`src/hw/rtl/sds_pkg.sv`:
```
// ----------------------------------------------------------------------------
// sds_pkg
// Shared types and constants of the SCAN disk scheduler.
// ----------------------------------------------------------------------------
package sds_pkg;

  localparam int MaxRequests = 32;
  localparam int TrackBits   = 16;
  localparam int SeekBits    = TrackBits + 1;
  localparam int CntBits     = $clog2(MaxRequests + 1);
  localparam int IdxBits     = $clog2(MaxRequests);
  localparam int OutDataBits = ((TrackBits + SeekBits + 7) / 8) * 8;
  localparam int OutUserBits = 2;
  localparam int CfgIdxBits  = 2;

  localparam logic [TrackBits-1:0] DiskEndRst   = TrackBits'(199);
  localparam logic [TrackBits-1:0] HeadStartRst = '0;
  localparam logic                 SweepRst     = 1'b1;

  typedef enum logic [CfgIdxBits-1:0] {
    CFG_DISK_END    = 2'd0,
    CFG_HEAD_START  = 2'd1,
    CFG_SWEEP_RIGHT = 2'd2
  } cfg_idx_e;

  typedef enum logic [2:0] {
    ST_LOAD,
    ST_SPLIT,
    ST_FIRST,
    ST_TURN,
    ST_SECOND
  } ctrl_state_e;

  typedef struct packed {
    logic [TrackBits-1:0] disk_end;
    logic [TrackBits-1:0] head_start;
    logic                 sweep_right;
  } cfg_t;

  typedef struct packed {
    logic insert;       // store the incoming request
    logic start;        // load arm and seek for a new schedule
    logic split_step;   // advance the split scan
    logic split_latch;  // hold the split point
    logic asc;          // walk the store upward
    logic turn;         // visit the disk end
    logic second;       // second sweep is under way
    logic emit;         // load the output register with a visit
    logic clear_batch;  // drop count and overflow after the last visit
  } dp_cmd_t;

  typedef struct packed {
    logic               split_stop;
    logic               more;
    logic               turn_last;
    logic               second_last;
    logic               out_free;
    logic [CntBits-1:0] count;
  } dp_status_t;

endpackage

```
`src/hw/rtl/scan_disk_scheduler_unit.sv`:
```
// ----------------------------------------------------------------------------
// scan_disk_scheduler_unit
// SCAN (elevator) disk scheduler: collects a batch of requests, then emits
// the service order with the running seek distance.
// ----------------------------------------------------------------------------
// Channel   Dir  Handshake                     Payload
// s_axis    in   s_axis_tvalid/s_axis_tready   tdata track, tlast final_request
// m_axis    out  m_axis_tvalid/m_axis_tready   tdata service_track, seek_total;
//                                              tuser is_turn, dropped;
//                                              tlast end_of_run
// cfg       in   cfg_valid_i/cfg_ready_o       cfg_index_i, cfg_data_i
//
// A non-final request is inserted in the sorted store.
// A final request adds a split scan that steps over one stored request per
// cycle, then one result per cycle while m_axis is free, up to 33 results;
// the first sweep ends in a state that emits no result before the turn point.
// Reset clears the batch, the arm and seek registers and loads register
// defaults; store contents are not cleared. Backpressure on m_axis holds the
// output register and the walk; s_axis is closed from the final request
// until the last result has been loaded.
// ----------------------------------------------------------------------------
module scan_disk_scheduler_unit (
  input  logic                             clk_i,
  input  logic                             rst_ni,
  input  logic                             s_axis_tvalid,
  output logic                             s_axis_tready,
  input  logic [sds_pkg::TrackBits-1:0]    s_axis_tdata,   // [15:0] track
  input  logic                             s_axis_tlast,
  output logic                             m_axis_tvalid,
  input  logic                             m_axis_tready,
  output logic [sds_pkg::OutDataBits-1:0]  m_axis_tdata,   // [15:0] service_track,
                                                           // [32:16] seek_total
  output logic [sds_pkg::OutUserBits-1:0]  m_axis_tuser,   // [0] is_turn, [1] dropped
  output logic                             m_axis_tlast,
  input  logic                             cfg_valid_i,
  output logic                             cfg_ready_o,
  input  logic [sds_pkg::CfgIdxBits-1:0]   cfg_index_i,
  input  logic [sds_pkg::TrackBits-1:0]    cfg_data_i
);
  import sds_pkg::*;

  cfg_t       cfg_q;
  dp_cmd_t    dp_cmd;
  dp_status_t dp_status;

  assign cfg_ready_o = 1'b1;

  always_ff @(posedge clk_i or negedge rst_ni) begin
    if (!rst_ni) begin
      cfg_q.disk_end    <= DiskEndRst;
      cfg_q.head_start  <= HeadStartRst;
      cfg_q.sweep_right <= SweepRst;
    end else if (cfg_valid_i) begin
      unique case (cfg_idx_e'(cfg_index_i))
        CFG_DISK_END:    cfg_q.disk_end    <= cfg_data_i;
        CFG_HEAD_START:  cfg_q.head_start  <= cfg_data_i;
        CFG_SWEEP_RIGHT: cfg_q.sweep_right <= cfg_data_i[0];
        default:         cfg_q <= cfg_q;
      endcase
    end
  end

  sds_ctrl u_ctrl (
    .clk_i         (clk_i),
    .rst_ni        (rst_ni),
    .s_valid_i     (s_axis_tvalid),
    .s_last_i      (s_axis_tlast),
    .s_ready_o     (s_axis_tready),
    .sweep_right_i (cfg_q.sweep_right),
    .status_i      (dp_status),
    .cmd_o         (dp_cmd)
  );

  sds_datapath u_datapath (
    .clk_i     (clk_i),
    .rst_ni    (rst_ni),
    .cfg_i     (cfg_q),
    .cmd_i     (dp_cmd),
    .status_o  (dp_status),
    .track_i   (s_axis_tdata),
    .m_valid_o (m_axis_tvalid),
    .m_ready_i (m_axis_tready),
    .m_data_o  (m_axis_tdata),
    .m_user_o  (m_axis_tuser),
    .m_last_o  (m_axis_tlast)
  );

  a_final_closes_input: assert property (@(posedge clk_i) disable iff (!rst_ni)
    (s_axis_tvalid && s_axis_tready && s_axis_tlast) |=> !s_axis_tready)
    else $error("input still open after final request");

  a_count_bound: assert property (@(posedge clk_i) disable iff (!rst_ni)
    dp_status.count <= CntBits'(MaxRequests))
    else $error("request count beyond store capacity");

  a_no_overwrite: assert property (@(posedge clk_i) disable iff (!rst_ni)
    !(dp_cmd.emit && m_axis_tvalid && !m_axis_tready))
    else $error("result loaded over a stalled result");

endmodule

```
`src/hw/rtl/sds_datapath.sv`:
```
// ----------------------------------------------------------------------------
// sds_datapath
// Sorted request store, arm and seek registers, output register.
// ----------------------------------------------------------------------------
module sds_datapath (
  input  logic                            clk_i,
  input  logic                            rst_ni,
  input  sds_pkg::cfg_t                   cfg_i,
  input  sds_pkg::dp_cmd_t                cmd_i,
  output sds_pkg::dp_status_t             status_o,
  input  logic [sds_pkg::TrackBits-1:0]   track_i,
  output logic                            m_valid_o,
  input  logic                            m_ready_i,
  output logic [sds_pkg::OutDataBits-1:0] m_data_o,
  output logic [sds_pkg::OutUserBits-1:0] m_user_o,
  output logic                            m_last_o
);
  import sds_pkg::*;

  logic [TrackBits-1:0] store_q [MaxRequests];
  logic [CntBits-1:0]   count_q, count_d;
  logic                 overflow_q, overflow_d;
  logic [TrackBits-1:0] arm_q, arm_d;
  logic [SeekBits-1:0]  seek_q, seek_d;
  logic [CntBits-1:0]   idx_q, idx_d;
  logic [CntBits-1:0]   split_q, split_d;
  logic                 out_valid_q, out_valid_d;
  logic [TrackBits-1:0] out_track_q;
  logic [SeekBits-1:0]  out_seek_q;
  logic                 out_turn_q, out_drop_q, out_last_q;

  logic [TrackBits-1:0] trk_c, head_c, rd_track, visit, move_len;
  logic [CntBits-1:0]   idx_m1, idx_p1;
  logic [IdxBits-1:0]   rd_sel;
  logic [MaxRequests-1:0] gt, we;
  logic [TrackBits-1:0] ins_val [MaxRequests];
  logic                 full, out_free, last_c;
  logic [SeekBits-1:0]  seek_sum;

  assign trk_c  = (track_i > cfg_i.disk_end) ? cfg_i.disk_end : track_i;
  assign head_c = (cfg_i.head_start > cfg_i.disk_end) ? cfg_i.disk_end : cfg_i.head_start;
  assign full   = (count_q == CntBits'(MaxRequests));

  always_comb begin
    for (int i = 0; i < MaxRequests; i++) begin
      gt[i] = (CntBits'(i) < count_q) && (store_q[i] > trk_c);
      we[i] = gt[i] || (CntBits'(i) == count_q);
    end
    ins_val[0] = trk_c;
    for (int i = 1; i < MaxRequests; i++) begin
      ins_val[i] = gt[i-1] ? store_q[i-1] : trk_c;
    end
  end

  always_ff @(posedge clk_i) begin
    if (cmd_i.insert && !full) begin
      for (int i = 0; i < MaxRequests; i++) begin
        if (we[i]) begin
          store_q[i] <= ins_val[i];
        end
      end
    end
  end

  assign idx_m1   = idx_q - CntBits'(1);
  assign idx_p1   = idx_q + CntBits'(1);
  assign rd_sel   = cmd_i.asc ? idx_q[IdxBits-1:0] : idx_m1[IdxBits-1:0];
  assign rd_track = store_q[rd_sel];

  assign visit    = cmd_i.turn ? (cfg_i.sweep_right ? cfg_i.disk_end : '0) : rd_track;
  assign move_len = (arm_q > visit) ? (arm_q - visit) : (visit - arm_q);
  assign seek_sum = seek_q + SeekBits'(move_len);
  assign out_free = !out_valid_q || m_ready_i;
  assign last_c   = cmd_i.turn ? status_o.turn_last
                  : (cmd_i.second ? status_o.second_last : 1'b0);

  always_comb begin
    status_o.split_stop  = (idx_q == count_q) ||
                           (cfg_i.sweep_right ? !(rd_track < arm_q) : !(rd_track <= arm_q));
    status_o.more        = cmd_i.asc ? (idx_q != count_q) : (idx_q != '0);
    status_o.turn_last   = cfg_i.sweep_right ? (split_q == '0) : (split_q == count_q);
    status_o.second_last = cmd_i.asc ? (idx_p1 == count_q) : (idx_q == CntBits'(1));
    status_o.out_free    = out_free;
    status_o.count       = count_q;
  end

  always_comb begin
    count_d     = count_q;
    overflow_d  = overflow_q;
    arm_d       = arm_q;
    seek_d      = seek_q;
    idx_d       = idx_q;
    split_d     = split_q;
    out_valid_d = out_valid_q && !m_ready_i;
    if (cmd_i.insert) begin
      if (full) begin
        overflow_d = 1'b1;
      end else begin
        count_d = count_q + CntBits'(1);
      end
    end
    if (cmd_i.start) begin
      arm_d  = head_c;
      seek_d = '0;
      idx_d  = '0;
    end
    if (cmd_i.split_step) begin
      idx_d = idx_p1;
    end
    if (cmd_i.split_latch) begin
      split_d = idx_q;
    end
    if (cmd_i.emit) begin
      arm_d       = visit;
      seek_d      = seek_sum;
      out_valid_d = 1'b1;
      if (cmd_i.turn) begin
        idx_d = split_q;
      end else begin
        idx_d = cmd_i.asc ? idx_p1 : idx_m1;
      end
    end
    if (cmd_i.clear_batch) begin
      count_d    = '0;
      overflow_d = 1'b0;
    end
  end

  always_ff @(posedge clk_i or negedge rst_ni) begin
    if (!rst_ni) begin
      count_q     <= '0;
      overflow_q  <= 1'b0;
      arm_q       <= '0;
      seek_q      <= '0;
      idx_q       <= '0;
      split_q     <= '0;
      out_valid_q <= 1'b0;
    end else begin
      count_q     <= count_d;
      overflow_q  <= overflow_d;
      arm_q       <= arm_d;
      seek_q      <= seek_d;
      idx_q       <= idx_d;
      split_q     <= split_d;
      out_valid_q <= out_valid_d;
    end
  end

  always_ff @(posedge clk_i) begin
    if (cmd_i.emit) begin
      out_track_q <= visit;
      out_seek_q  <= seek_sum;
      out_turn_q  <= cmd_i.turn;
      out_drop_q  <= overflow_q;
      out_last_q  <= last_c;
    end
  end

  assign m_valid_o = out_valid_q;
  assign m_data_o  = {{(OutDataBits - TrackBits - SeekBits){1'b0}}, out_seek_q, out_track_q};
  assign m_user_o  = {out_drop_q, out_turn_q};
  assign m_last_o  = out_last_q;

endmodule

```
`src/hw/rtl/sds_ctrl.sv`:
```
// ----------------------------------------------------------------------------
// sds_ctrl
// Sequencer: load requests, find the split point, emit both sweeps.
// ----------------------------------------------------------------------------
module sds_ctrl (
  input  logic                clk_i,
  input  logic                rst_ni,
  input  logic                s_valid_i,
  input  logic                s_last_i,
  output logic                s_ready_o,
  input  logic                sweep_right_i,
  input  sds_pkg::dp_status_t status_i,
  output sds_pkg::dp_cmd_t    cmd_o
);
  import sds_pkg::*;

  ctrl_state_e state_q, state_d;
  logic        asc, turn, second;

  always_ff @(posedge clk_i or negedge rst_ni) begin
    if (!rst_ni) begin
      state_q <= ST_LOAD;
    end else begin
      state_q <= state_d;
    end
  end

  // Decode walk direction and visit kind from the state and the sweep direction.
  always_comb begin
    asc    = 1'b1;
    turn   = 1'b0;
    second = 1'b0;
    unique case (state_q)
      ST_FIRST:  asc = sweep_right_i;
      ST_TURN:   turn = 1'b1;
      ST_SECOND: begin
        asc    = !sweep_right_i;
        second = 1'b1;
      end
      default:   asc = 1'b1;
    endcase
  end

  always_comb begin
    state_d     = state_q;
    s_ready_o   = 1'b0;
    cmd_o       = '0;
    cmd_o.asc   = asc;
    cmd_o.turn  = turn;
    cmd_o.second = second;
    unique case (state_q)
      ST_LOAD: begin
        s_ready_o = 1'b1;
        if (s_valid_i) begin
          cmd_o.insert = 1'b1;
          if (s_last_i) begin
            cmd_o.start = 1'b1;
            state_d     = ST_SPLIT;
          end
        end
      end
      ST_SPLIT: begin
        if (status_i.split_stop) begin
          cmd_o.split_latch = 1'b1;
          state_d           = ST_FIRST;
        end else begin
          cmd_o.split_step = 1'b1;
        end
      end
      ST_FIRST: begin
        if (!status_i.more) begin
          state_d = ST_TURN;
        end else if (status_i.out_free) begin
          cmd_o.emit = 1'b1;
        end
      end
      ST_TURN: begin
        if (status_i.out_free) begin
          cmd_o.emit = 1'b1;
          if (status_i.turn_last) begin
            cmd_o.clear_batch = 1'b1;
            state_d           = ST_LOAD;
          end else begin
            state_d = ST_SECOND;
          end
        end
      end
      ST_SECOND: begin
        if (status_i.out_free) begin
          cmd_o.emit = 1'b1;
          if (status_i.second_last) begin
            cmd_o.clear_batch = 1'b1;
            state_d           = ST_LOAD;
          end
        end
      end
      default: state_d = ST_LOAD;
    endcase
  end

endmodule

```
`config.mk`:
```
export PLATFORM = sky130hd
export DESIGN_NAME = scan_disk_scheduler_unit
export DESIGN_NICKNAME = d
export VERILOG_FILES = /design/src/hw/rtl/sds_pkg.sv /design/src/hw/rtl/scan_disk_scheduler_unit.sv /design/src/hw/rtl/sds_datapath.sv /design/src/hw/rtl/sds_ctrl.sv
export SDC_FILE = /design/constraint.sdc
export NUM_CORES = 2
export LEC_CHECK = 0
export BUFFER_PORTS_ARGS = -buffer_cell sky130_fd_sc_hd__buf_2
export CELL_PAD_IN_SITES_DETAIL_PLACEMENT = 0
export CELL_PAD_IN_SITES_GLOBAL_PLACEMENT = 2
export CORE_MARGIN = 5
export CORE_UTILIZATION = 44
export DETAILED_ROUTE_END_ITERATION = 7
export GPL_TIMING_DRIVEN = 1
export PLACE_DENSITY = 0.84
export SLEW_MARGIN = 15
export SYNTH_ARGS = -nofsm -noshare
export SYNTH_HDL_FRONTEND = slang
export SYNTH_SLANG_ARGS = --single-unit
```
`constraint.sdc`:
```
create_clock -name clk_i -period 8.4 [get_ports clk_i]
set_input_delay 1.68 -clock clk_i [delete_from_list [all_inputs] [get_ports clk_i]]
set_output_delay 1.68 -clock clk_i [all_outputs]
set_load 0.1 [all_outputs]
```
After elaboration in Yosys (flattened, before gate mapping). Memory sizes are Yosys's and may differ from the RTL's. Cells that the tools add are included.

$mul: 0. $add $sub $neg: 6. Muxes and demuxes: 182. Reduce and logical (&&, ||, !) cells: 89. Equal/unequal tests: 51. Div/mod/pow operators: 0. Magnitude comparators: 69. Shifts and indexed selects: 0. Bitwise operators: 0.

Operator list (count): two-way mux 16 bit (38); > comparator 16 bit (35); two-way mux 1 bit (116); == test 5 x 6 -> 1 bit (first input constant) (16); less-than comparator 5 x 6 -> 1 bit (first input constant) (16); == test 4 x 6 -> 1 bit (first input constant) (8); less-than comparator 4 x 6 -> 1 bit (first input constant) (8); two-way mux 6 bit (8); logical AND 1 bit (34); logical OR 1 bit (34); two-way mux 17 bit (2); subtractor 16 bit (2); == test 3 x 6 -> 1 bit (first input constant) (4); less-than comparator 3 x 6 -> 1 bit (first input constant) (4); two-way mux 3 bit (8); == test 6 bit (3); adder 17 x 16 -> 17 bit (1); <= comparator 16 bit (1); less-than comparator 16 bit (1); one-hot mux 3 bit (5 select lines) (1); adder 6 x 1 -> 6 bit (second input constant) (2); == test 2 x 6 -> 1 bit (first input constant) (2); zero test 6 bit (2); less-than comparator 1 x 6 -> 1 bit (first input constant) (2); 25 further kinds (49).

Bits in registers: 125. Output and inout bits: 46. ROM bits: 0. Bits in writable memories: 512. Logic and storage cells: 414. Latch bits: 0. Memories: 1.

Memory list: u_datapath.store_q (depth 32, width 16, read ports 33, clocked after Yosys merged registers in 0, write ports 32, RTL line sds_datapath.sv:20) `logic [TrackBits-1:0] store_q [MaxRequests];`.

Longest topological paths before layout. An unclocked memory read counts as a cell.

Word-level depth: 12. Gate-level depth with buffers: 34. Mapped depth without buffers: 28.

Cells and area by module. A second synthesis with hierarchy kept.

Cells, all modules: 4657. Area total of the unflattened synthesis: 48303.8 sq um.

By module, submodules not included: sds_datapath (cells each 4543, area each 46681.0 sq um, times used 1, sequential area each 17782.1 sq um); scan_disk_scheduler_unit (cells each 73, area each 1272.5 sq um, times used 1, sequential area each 833.3 sq um); sds_ctrl (cells each 41, area each 350.3 sq um, times used 1, sequential area each 75.1 sq um).

Least setup slack after synthesis. OpenSTA, ideal clock, no wires.

Path type: input-to-reg. Start point: input port s_axis_tdata[15] (netlist name). End point: memory u_datapath.store_q[25][0] (enable). Data required time: 8.006 ns. Slack: 1.248 ns. Setup time: 0.394 ns. Arrival time: 6.758 ns. Stages on the path: 20. Path through: ha_1 and3_1 a221oi_1 o21ai_0 o21ai_1 buf_2 mux2_2 clkbuf_1 inv_1 ha_1 a21o_1 a21o_1 a21oi_1 o21ai_0 o21a_1 o21ai_0 a221o_1 clkbuf_1 clkbuf_1 a21oi_1.

RTL lines: from (decl) (RTL line scan_disk_scheduler_unit.sv:27) `input logic [sds_pkg::TrackBits-1:0] s_axis_tdata,`; to (decl) (RTL line sds_datapath.sv:20).

Worst setup path after layout.
Start point: register u_ctrl.state_q[2]. End point: register u_datapath.seek_q[15].

Word-level cells in the longest chain between the ends: 9. Elaborated cells on any way between the ends: 20. Classes of those cells: add/sub: 3; order compare: 1; eq/ne: 3; mux: 10; reduce/logical: 2; memory: 1.

Ends and longest elaborated chain: from (decl) (RTL line sds_ctrl.sv:17) `ctrl_state_e state_q, state_d;`; from (signal assigned) (RTL line sds_ctrl.sv:24) `state_q <= state_d;`; == test 3 bit or == test 3 x 2 -> 1 bit (tied branches) (RTL line sds_ctrl.sv:33) `unique case (state_q)`; one-hot mux 1 bit (2 select lines) (RTL line sds_ctrl.sv:33); two-way mux 5 bit (RTL line sds_datapath.sv:67) `assign rd_sel = cmd_i.asc ? idx_q[IdxBits-1:0] : idx_m1[IdxBits-1:0];`; memory read (32 x 16 bit); two-way mux 16 bit * (RTL line sds_datapath.sv:70) `assign visit = cmd_i.turn ? (cfg_i.sweep_right ? cfg_i.disk_end : '0) : rd_track;`; named net u_datapath.visit[7] (RTL line sds_datapath.sv:32) `logic [TrackBits-1:0] trk_c, head_c, rd_track, visit, move_len;`; subtractor 16 bit or > comparator 16 bit (tied branches) (RTL line sds_datapath.sv:71) `assign move_len = (arm_q > visit) ? (arm_q - visit) : (visit - arm_q);`; two-way mux 16 bit * (RTL line sds_datapath.sv:71); adder 17 x 16 -> 17 bit * (RTL line sds_datapath.sv:72) `assign seek_sum = seek_q + SeekBits'(move_len);`; named net u_datapath.seek_sum[15] (RTL line sds_datapath.sv:38) `logic [SeekBits-1:0] seek_sum;`; two-way mux 17 bit * (RTL line sds_datapath.sv:113) `if (cmd_i.emit) begin`; to (signal assigned) (RTL line sds_datapath.sv:142) `seek_q <= seek_d;`; to (decl) (RTL line sds_datapath.sv:24) `logic [SeekBits-1:0] seek_q, seek_d;`.

The timed path passes the listed nets; every way through them passes the cells marked *. A chain may end at the register's enable or synchronous reset.

==> metrics <==
endpoints failing hold 0; final WL roughly 180 mm; Num CTS Buffers slightly below 80; Power per Cell Area between 400 and 500 nW/um^2; reg2reg start u_ctrl.state_q[2]; worst reg2reg endpoint u_datapath.seek_q[15]; post-DP HPWL roughly 130 mm; hold depth 0; Worst-Margin Slew 1130 ps; Nets just over 5000; Slowest cell on crit path or4b_4; fin util 49.0%; Max-Cap Viols 0; Seq cells post-synth roughly 640; Gate power share 66.0%; async set-or-reset flop fraction in the synthesized netlist between 10 and 15%; clk slew on worst S/H paths about 60 ps; Int Power 12.2 mW; first-pass GRT wire length roughly 250 mm; Die Ht 337 um; gr usage total 30.2%; Num Clock Sinks roughly 640; GRT overflow 0; Startpoint Class register; top cell type's share of synthesized area roughly a third; final cell count without fillers about 6000; Reg power frac 19.8%; core region area about 110000 um^2; H-tree Lvls 3; Hold Crit Class reg -> reg; number of global-route vias before repair 36900; Tcrit/Tclk final between 90% and 100%; FP Rows 120; sequential share of the synthesized area 39.7%; WHS around 470 ps; Warnings, synthesis 0; placed insts roughly 5800; fmax about 0.12 GHz; CTS tree built; synth top area cells edfxtp_1 35%, ha_1 16%, mux2_2 13%, nand2_1 4.4%, dfrtp_1 4.4%; number of flops mapped to enable cells by yosys 548; port bufs slightly below 80; root buffer cell clkbuf_16; Synth-to-Final Area Change 11.1%; clk_lat worst skew between 600 and 700 ps; Slew HR between 20% and 30%; CP Max Fanout 24; crit-path most repeated cell nand3_1; Cell Area, Placed ~50000 um^2; largest area contributor in the netlist edfxtp_1; IO Count 86; Most used DFF post-synth edfxtp_1; Setup TNS Final 0 ps; Total Power roughly 24 mW; Final ANT Viol Nets 0; CP Data Required Time about 8900 ps; final setup fails 0; wire per inst between 20 and 30 um; Fin Clk Skew 30.4 ps; net switching power figure between 10 and 15 mW; Worst Hold End u_datapath.out_drop_q; drt first pass iters 6; antenna violations before repair 4; Iter 0 DRT Violations roughly 4100; Syn Area/Cell 10.7 um^2; largest net degree at the start of global routing 60; Worst Setup Path Type reg -> reg; Sw Share between 40% and 50%; post-layout min period roughly 8100 ps; synthesized cell area 47100 um^2; die area approximately 110000 um^2; Clk pwr share roughly 14%; Initial Util approximately 44%; Hold Path Origin u_datapath.overflow_q; RSZ-0062 raised after global routing false; most frequent cells after synthesis 615 x ha_1, 556 x nand2_1, 548 x edfxtp_1, 534 x mux2_2, 213 x a21oi_1; r2r worst-path depth 29; leakage approximately 21 nW; pre-CTS setup slack 485 ps; Max VDD drop around 0.00047 V; final instance area between 50000 and 60000 um^2; CTS max path bufs 3; r2r setup slk 320 ps; outcome complete, no violations; number of distinct library cells after synthesis between 70 and 80; post-synthesis cell count ~4400; final worst slack roughly 320 ps; via density per instance 6.36; fraction of layout cells with a size suffix above 1 a little over a fifth; die width roughly 340 um; Crit. End Element register; gpl congestion about 0.94; most common cell in the synthesized netlist ha_1; DRC 0; Worst EP arrival 8610 ps; max-slew violations 0; detailed-route via count ~38000; CP peak stage delay roughly 610 ps
## logic make-up (layout without fill, tap and decap cells)
kind of cell / after synthesis / after routing / share of synthesized area, %
xor gates and xnor gates: 52 / 52 / 0.967
muxes: 608 / 608 / 14.4
buffers and inverters: 359 / 522 / 3.14
and+or+nand+nor: 1207 / 1208 / 12.2
adders and majority gates: 618 / 618 / 16.5
DFF: 637 / 637 / 39.7
AOI/OAI and AO/OA: 924 / 924 / 13.1
other: 2 / 12 / 0.0159
## worst max-delay path: cells and delay by family (launching register included)
kind	cells	cell delay, ps
multiplexers	1	130
AO/OA/AOI/OAI	9	1900
adder cells (fa/ha/maj)	2	680
buffers and inverters	4	1020
AND/OR/NAND/NOR	11	3380
flip-flops	1	520
XOR/XNOR	2	280
## state kept, by name, summed over array words and instances, names as in the netlist
name and cells:
u_datapath.split_q 6, u_datapath.arm_q 16, cfg_q 33, u_datapath.seek_q 17, u_datapath.m_valid_o 1, u_datapath.m_last_o 1
u_ctrl.state_q 3, u_datapath.out_drop_q 1, u_datapath.out_track_q 16, u_datapath.overflow_q 1, u_datapath.out_turn_q 1, u_datapath.count_q 6
u_datapath.idx_q 6, u_datapath.out_seek_q 17, u_datapath.store_q 512
## worst max path at each step
stage	startpoint	to	slack, ps	cells after the start
after floorplan	s_axis_tdata[15]	u_datapath.store_q[25][0]	1250	20
after global placement	u_datapath.idx_q[0]	u_datapath.seek_q[15]	520	31
after detailed placement	u_datapath.idx_q[0]	u_datapath.seek_q[15]	490	29
after CTS	u_datapath.idx_q[0]	u_datapath.seek_q[15]	460	29
after global routing	u_ctrl.state_q[2]	u_datapath.seek_q[15]	9	28
final	u_ctrl.state_q[2]	u_datapath.seek_q[15]	320	29
## power by group through the flow
stage | logic (mW) | clock network [mW] | registers (mW)
floorplan | 9.93 | 0 | 5.30
global placement | 15.4 | 0 | 4.81
detailed placement | 15.6 | 0 | 4.81
CTS | 15.6 | 3.47 | 4.75
global route | 17.0 | 3.60 | 4.79
finish | 15.9 | 3.42 | 4.75
## per-layer routing
layer / global-route usage [%] / up-vias / share of wire [%]
li1: - / 17000 / -
met1: 41.1 / 18800 / 42
met2: 47.7 / 1877 / 45
met3: 4.90 / 338 / 8.7
met4: 13.0 / 0 / 4.6
met5: 0 / - / 0
## what timing repair did
| action | 4_1_cts | 5_1_grt |
|---|---|---|
| hold endpoints to repair | 0 | 0 |
| resized for setup | 0 | 5 |
| hold buffers | 0 | 0 |
| setup endpoints to repair | 0 | 2 |
| setup buffers | 0 | 0 |
## cell type report
type	instances	area (um^2)
flip-flops and latches	637	18700
well taps	1403	1760
inverters	117	439
clock inverters	36	330
diodes	4	10.0
clock buffers	109	2160
multi-input cells	3418	27000
repair buffers	260	1870
fillers	9762	54400
## cells in the final DEF (no fill, tap or decap), types with 27 or more instances in the layout
cell type / netlist / routed
edfxtp_1: 548 / 548
a32oi_1: 62 / 62
dfrtp_1: 83 / 83
nand4_1: 106 / 106
mux2_2: 534 / 533
o21a_1: 64 / 64
nand2_1: 556 / 554
clkbuf_16: 0 / 81
xor2_1: 27 / 27
buf_2: 69 / 76
nor2b_1: 53 / 53
and3_1: 34 / 34
nor3_1: 41 / 40
ha_1: 615 / 615
o21ai_0: 146 / 146
inv_1: 115 / 99
buf_4: 12 / 175
a21oi_1: 213 / 213
mux2i_1: 72 / 72
nand3_1: 182 / 182
a21o_1: 166 / 164
o211ai_1: 32 / 32
a31oi_1: 75 / 70
nor2_1: 127 / 127
Power figures use the tool's default switching activity.
